File: config.mk
export PLATFORM = sky130hd
export DESIGN_NAME = mat4_ctrl
export DESIGN_NICKNAME = d
export VERILOG_FILES = /design/src/rtl/mat4_pkg.sv /design/src/rtl/mat4_ctrl.sv
export SDC_FILE = /design/constraint.sdc
export NUM_CORES = 1
export LEC_CHECK = 0
export ABC_AREA = 0
export BUFFER_PORTS_ARGS = -buffer_cell sky130_fd_sc_hd__buf_2
export CAP_MARGIN = 20
export CORE_AREA = 2 2 39 41
export CTS_BUF_LIST = sky130_fd_sc_hd__clkbuf_4
export DETAILED_ROUTE_END_ITERATION = 16
export DIE_AREA = 0 0 41 43
export GPL_ROUTABILITY_DRIVEN = 1
export PLACE_DENSITY_LB_ADDON = 0.1
export SLEW_MARGIN = 20
export SYNTH_ARGS = -nofsm -noshare
export SYNTH_HDL_FRONTEND = slang
export SYNTH_SLANG_ARGS = --single-unit
File: constraint.sdc
create_clock -name clk -period 4.43 [get_ports clk]
set_clock_uncertainty 0.2 [all_clocks]
set_input_delay 0.2215 -clock clk [delete_from_list [all_inputs] [get_ports clk]]
set_output_delay 0.2215 -clock clk [all_outputs]
set_load 0.1 [all_outputs]
File: src/rtl/mat4_pkg.sv
// Shared constants, types and command/status structs for the 4x4 matrix multiplier.
package mat4_pkg;

    localparam int ELEMENT_WIDTH = 32;
    localparam int FRACTION_BITS = 16;
    localparam int DIM           = 4;
    localparam int COORD_W       = 2;
    localparam int IDX_W         = 4;

    // A product after dropping the fraction bits, and the four-term sum of those.
    localparam int PROD_W = 2 * ELEMENT_WIDTH - FRACTION_BITS;
    localparam int PAIR_W = PROD_W + 1;
    localparam int SUM_W  = PROD_W + 2;

    localparam int S_TDATA_W = ((2 * ELEMENT_WIDTH + 7) / 8) * 8;
    localparam int M_TDATA_W = ((ELEMENT_WIDTH + IDX_W + 7) / 8) * 8;

    localparam logic [IDX_W-1:0] LAST_IDX = IDX_W'(DIM * DIM - 1);

    typedef logic signed [ELEMENT_WIDTH-1:0] elem_t;
    typedef logic [IDX_W-1:0]                idx_t;

    typedef enum logic [2:0] {
        ST_LOAD    = 3'b001,
        ST_COMPUTE = 3'b010,
        ST_DRAIN   = 3'b100
    } state_t;

    typedef struct packed {
        logic load_we;
        idx_t load_pos;
        logic issue;
        idx_t issue_idx;
    } dp_cmd_t;

    typedef struct packed {
        logic advance;
        logic busy;
    } dp_status_t;

endpackage

File: src/rtl/mat4_ctrl.sv
// Controller: load counter, product issue counter and run state machine.
module mat4_ctrl (
    input  logic                 clk,
    input  logic                 rst_n,
    input  logic                 s_tvalid,
    output logic                 s_tready,
    input  mat4_pkg::dp_status_t status,
    output mat4_pkg::dp_cmd_t    cmd
);
    import mat4_pkg::*;

    state_t state_reg, state_next;
    idx_t   load_pos_reg, load_pos_next;
    idx_t   issue_idx_reg, issue_idx_next;
    logic   load_beat;
    logic   issue_now;

    assign s_tready  = (state_reg == ST_LOAD);
    assign load_beat = s_tready && s_tvalid;
    assign issue_now = (state_reg == ST_COMPUTE) && status.advance;

    always_comb
    begin
        state_next     = state_reg;
        load_pos_next  = load_pos_reg;
        issue_idx_next = issue_idx_reg;
        case (state_reg)
            ST_LOAD:
            begin
                if (load_beat)
                begin
                    load_pos_next = load_pos_reg + 1'b1;
                    if (load_pos_reg == LAST_IDX)
                    begin
                        state_next     = ST_COMPUTE;
                        issue_idx_next = '0;
                    end
                end
            end
            ST_COMPUTE:
            begin
                if (issue_now)
                begin
                    issue_idx_next = issue_idx_reg + 1'b1;
                    if (issue_idx_reg == LAST_IDX)
                    begin
                        state_next = ST_DRAIN;
                    end
                end
            end
            ST_DRAIN:
            begin
                // Back to loading only once the last product has been taken.
                if (!status.busy)
                begin
                    state_next = ST_LOAD;
                end
            end
            default:
            begin
                state_next = ST_LOAD;
            end
        endcase
    end

    always_ff @(posedge clk or negedge rst_n)
    begin
        if (!rst_n)
        begin
            state_reg     <= ST_LOAD;
            load_pos_reg  <= '0;
            issue_idx_reg <= '0;
        end
        else
        begin
            state_reg     <= state_next;
            load_pos_reg  <= load_pos_next;
            issue_idx_reg <= issue_idx_next;
        end
    end

    assign cmd.load_we   = load_beat;
    assign cmd.load_pos  = load_pos_reg;
    assign cmd.issue     = issue_now;
    assign cmd.issue_idx = issue_idx_reg;

endmodule

==> results of run 1 <==
==> final timing paths <==
| path | start | end | slack [ps] | depth (start not counted) |
|---|---|---|---|---|
| max | state_reg[0]$_DFFE_PN1P_ | cmd[9] | 1920 | 2 |
| min | rst_n | load_pos_reg[3]$_DFFE_PN0P_ | 150 | 2 |
| max reg2reg | state_reg[0]$_DFFE_PN1P_ | load_pos_reg[1]$_DFFE_PN0P_ | 2470 | 2 |
| min reg2reg | load_pos_reg[3]$_DFFE_PN0P_ | load_pos_reg[3]$_DFFE_PN0P_ | 300 | 1 |
| max in group asynchronous | rst_n | state_reg[0]$_DFFE_PN1P_ | 3620 | 2 |
| min in group clk | status[0] | state_reg[0]$_DFFE_PN1P_ | 150 | 4 |
==> worst max-delay path, delay by kind of cell (launching register included) <==
kind	cells	cell delay (ps)
and+or+nand+nor	1	690
DFF	1	580
buffers and inverters	1	560
==> cell usage after synthesis, drive strengths merged, types with 2 or more instances <==
cell     n  area, sq um
nand4    3        18.77
o21ai    4        23.77
inv      3        11.26
nand2    4        15.01
xnor2    2        17.52
a21oi    2        10.01
ha       2        25.02
nand3b   2        15.01
nor2     2        7.510
buf      3        20.01
dfrtp   10        250.2
or3b     2        17.52
==> placed cells by master, fill, tap and decap left out, types with 2 or more instances in the layout <==
cell type | synthesis | final
dfrtp_1 | 10 | 10
clkbuf_4 | 0 | 4
xnor2_1 | 2 | 2
nand3b_1 | 2 | 2
or3b_1 | 2 | 2
nor2_1 | 2 | 2
a21oi_1 | 2 | 2
inv_1 | 2 | 2
nand2_1 | 4 | 4
buf_2 | 1 | 15
nand4_1 | 3 | 3
ha_1 | 2 | 2
o21ai_1 | 2 | 2
==> cell type report <==
cell class	count	area (sq um)
Clock buffer	4	30.03
Fill cell	134	703.2
Multi-Input combinational cell	36	257.7
Inverter	3	11.26
Sequential cell	11	276.5
Tap cell	16	20.02
Timing Repair Buffer	16	85.08
==> through the flow <==
step | hold WS (ps) | setup slack, ps | cells | instance area, sq um
global route | 172.2 | 1769 | 86 | 680.7
detailed placement | -97.63 | 2240 | 81 | 640.6
finish | 145.1 | 1922 | 86 | 680.7
global placement | -93.47 | 2256 | 81 | 640.6
CTS | 144.4 | 1915 | 86 | 680.7
floorplan | -274.1 | 2264 | 53 | 565.5
==> metal layers <==
layer,global-route usage (%),vias up
li1,-,223
met1,19.32,207
met2,18.44,12
met3,4.712,0
met5,0,-
met4,6.000,0
==> cells by family (layout without fill, tap and decap cells) <==
family	Yosys count	after routing	synth area share [%]
AO/OA/AOI/OAI	9	9	9.957
XOR/XNOR	3	3	4.647
adder cells (fa/ha/maj)	2	2	4.424
buffers and inverters	6	23	5.529
flip-flops	11	11	48.89
multiplexers	2	2	3.761
AND/OR/NAND/NOR	20	20	22.79
==> repair_timing <==
| item | 4_1_cts | 5_1_grt |
|---|---|---|
| hold endpoints to repair | 11 | 0 |
| hold buffers | 1 | 0 |
| setup endpoints to repair | 0 | 0 |
==> flow_metrics.tcl, run 1 <==
set metrics [dict create \
    grt_start_max_net_pins 12 \
    hold_viol_final 0 \
    worstPathCellList "nor4bb_1, buf_2" \
    path_clk_slew_ps 60 \
    syn-cell-area_sq_um 565.5 \
    slew_headroom_pct 43.22 \
    status "completed" \
    worst_ep_required_time_ps 4010 \
    slew_viol_final 0 \
    syn_nets 60 \
    yosysSeqAreaShare_pct 48.89 \
    drv_cap 0 \
    arrival_ps 2090 \
    cts_buffers 3 \
    cts_resized 0 \
    wl_met3_um 82 \
    fin_tns_setup_ps 0 \
    hold_path_class "in2async" \
    fin_crit_sh_pct 56.62 \
    antenna_found_initial 0 \
    yosysWarnings 0 \
    max_freq_mhz 398.7 \
    critPathKind "reg2out" \
    fin_crit_ps 2508 \
    clockBufferDepth 2 \
    crit_path_max_fanout 8 \
    synth-edff-count 0 \
    grt-ovfl-total 0 \
    dr_total_vias 442 \
    utilization_pct 49.19 \
    ioPinCount 16 \
    diodes 0 \
    grt_pass1_wl_um 1587 \
    drt-met1-wl_um 466 \
    ys_ff_latch 11 \
    drc 0 \
    clk_latency_ps 260 \
    critPathCaptureType "output pin" \
    syn_area_per_cell_sq_um 10.67 \
    synthFlopType "dfrtp_1" \
    startpoint_type "register" \
    detail-route-antenna-nets 0 \
    io_buffer_count 15 \
    wl_met2_um 456 \
    clock_sinks 11 \
    root_buffer "clkbuf_4" \
    gp_routability_congestion 0.7125 \
    drt_wl_total_um 1005 \
    grt_setup_unrepaired "false" \
    ys_async_sr_fraction_pct 100.0 \
    grtUsageTotal_pct 13.67 \
    finalSetupViolCount 0 \
    cts_setup_buffers 0 \
    vias_per_cell 5.140 \
    cts_tree "yes" \
    initial_utilization_pct 40.87 \
    grt_pass1_vias 364 \
    fp-row-count 14 \
    fp.dieH_um 43 \
    wl_per_cell_um 11.69 \
    syn_inst 53 \
    top_layer "met3" \
    worst_pin_slew_ps 840.2 \
    finalNetCount 78 \
    drive_above_1_share_pct 31.43 \
    drt_iter0_markers 4 \
    design.core.area_sq_um 1384 \
    synth.distinct_cells 30 \
    dp_hpwl_um 801.6 \
    area_growth_pct 20.35 \
    die_w_um 41 \
    first_pass_iters 2 \
    die_area_sq_um 1763 \
    htreeDepth 1 \
    max_stage_delay_ps 690 \
    cp_slowest_cell "nor4bb_1" \
]
Power of run 1 is not shown: default switching activity piles up to over one toggle a cycle in this logic, so the estimate is an artifact.
==> run 2, diff against run 1 <==
clock period = 2.17 ns   (was 4.43 ns; I/O delays follow)
==> run 2 against run 1 <==
Critical path depth rose by 1; sequential share of layout area decreased by 1.3 points; count of clock-buffer cells in the layout unchanged; final area up 3.3%; critical endpoint is now s_tready; highest routed layer is now met4.
==> flow_metrics.tcl, run 2 (synthesis results as in run 1) <==
set metrics [dict create \
    status "completed" \
    antenna_found_initial 0 \
    detail-route-antenna-nets 0 \
    ioPinCount 16 \
    vias_per_cell 5.184 \
    io_buffer_count 15 \
    gp_routability_congestion 0.7640 \
    crit_path_max_fanout 8 \
    slew_viol_final 0 \
    worstPathCellList "or3b_1, inv_1, buf_2" \
    crit_start "state_reg[0]$_DFFE_PN1P_" \
    drt_wl_total_um 1122 \
    wl_per_cell_um 12.90 \
    startpoint_type "register" \
    die_area_sq_um 1763 \
    layout_commonest_cell "buf_2" \
    worst_hold_slack_ps 20.42 \
    finalSetupViolCount 0 \
    timing.rr.start "state_reg[0]$_DFFE_PN1P_" \
    drive_above_1_share_pct 32.39 \
    dp_hpwl_um 846 \
    htreeDepth 1 \
    slew_headroom_pct 67.88 \
    fin_crit_sh_pct 94.47 \
    cts_buffers 3 \
    grt_start_max_net_pins 12 \
    drt_iter0_markers 5 \
    diodes 0 \
    grt-ovfl-total 0 \
    cts_tree "yes" \
    hold_path_class "in2reg" \
    layout_common_cells "14 x buf_2, 10 x dfrtp_1, 4 x nand2_1, 4 x clkbuf_4, 3 x nand4_1" \
    finalNetCount 79 \
    max_stage_delay_ps 580 \
    dr_total_vias 451 \
    drc 0 \
    clock_sinks 11 \
    grt_pass1_wl_um 1773 \
    drv_cap 0 \
    grt_setup_unrepaired "false" \
    worst_ep_required_time_ps 1860 \
    first_pass_iters 3 \
    clockBufferDepth 2 \
    critPathKind "reg2out" \
    arrival_ps 1740 \
    die_w_um 41 \
    fin_crit_ps 2050 \
    critPathCaptureType "output pin" \
    clk_latency_ps 260 \
    cp_slowest_cell "dfstp_2" \
    hold_viol_final 0 \
    fp.dieH_um 43 \
    root_buffer "clkbuf_4" \
    crit_buf_inv 2 \
    worst_pin_slew_ps 485.1 \
    initial_utilization_pct 40.87 \
    area_growth_pct 24.34 \
    fin_tns_setup_ps 0 \
    hp-start "status[0]" \
    fp-row-count 14 \
    design.core.area_sq_um 1384 \
    max_freq_mhz 487.8 \
    grtUsageTotal_pct 15.54 \
    grt_pass1_vias 426 \
    path_delay_family "flip-flops" \
    path_clk_slew_ps 70 \
]
run 2: cell count changes in the layout (fill, tap and decap cells not counted), sizes merged:
cell / change
buf: +1
run 2: layout make-up:
| cell class | count | area, sq um |
|---|---|---|
| Clock buffer | 4 | 30.03 |
| Fill cell | 139 | 680.7 |
| Inverter | 3 | 11.26 |
| Multi-Input combinational cell | 36 | 257.7 |
| Sequential cell | 11 | 276.5 |
| Tap cell | 16 | 20.02 |
| Timing Repair Buffer | 17 | 107.6 |
run 2: worst reg2reg max path: cells and delay by family (launching register included):
| family | cells | cell delay [ps] |
|---|---|---|
| flops | 1 | 580 |
| mux | 1 | 320 |
| simple gates | 1 | 270 |
| buf+inv | 1 | 210 |
run 2: worst paths after layout:
kind / end / depth (start not counted) / slack [ps]
worst min-delay path: state_reg[0]$_DFFE_PN1P_ / 4 / 20
worst min register to register: load_pos_reg[3]$_DFFE_PN0P_ / 1 / 310
min in group asynchronous: issue_idx_reg[2]$_DFFE_PN0P_ / 2 / 40
worst max register to register: load_pos_reg[1]$_DFFE_PN0P_ / 3 / 480
worst max-delay path: s_tready / 3 / 120
max in group asynchronous: state_reg[0]$_DFFE_PN1P_ / 2 / 1470
run 2: what timing repair did:
action,in CTS,in global routing
hold buffers,1,0
hold endpoints to repair,11,0
setup buffers,0,0
resized for setup,0,0
setup endpoints to repair,0,0
run 2: per-stage QoR:
stage	setup WS, ps	utilization, %	area (sq um)	std cells
after global routing	70.45	50.81	703.2	87
after detailed placement	415.8	47.92	663.1	82
after floorplan	3.635	-	565.5	53
after global placement	425.3	47.92	663.1	82
after CTS	105.0	50.81	703.2	87
final	120.1	50.81	703.2	87
run 2: metal layers:
layer | part of all wire (%) | vias to the layer above | track usage (%)
met5 | 0 | - | 0
met4 | 0.80 | 0 | 10.00
met3 | 5.9 | 2 | 4.712
met2 | 46 | 12 | 21.25
met1 | 48 | 214 | 20.48
li1 | - | 223 | -
Power of run 2 is left out for the same reason.
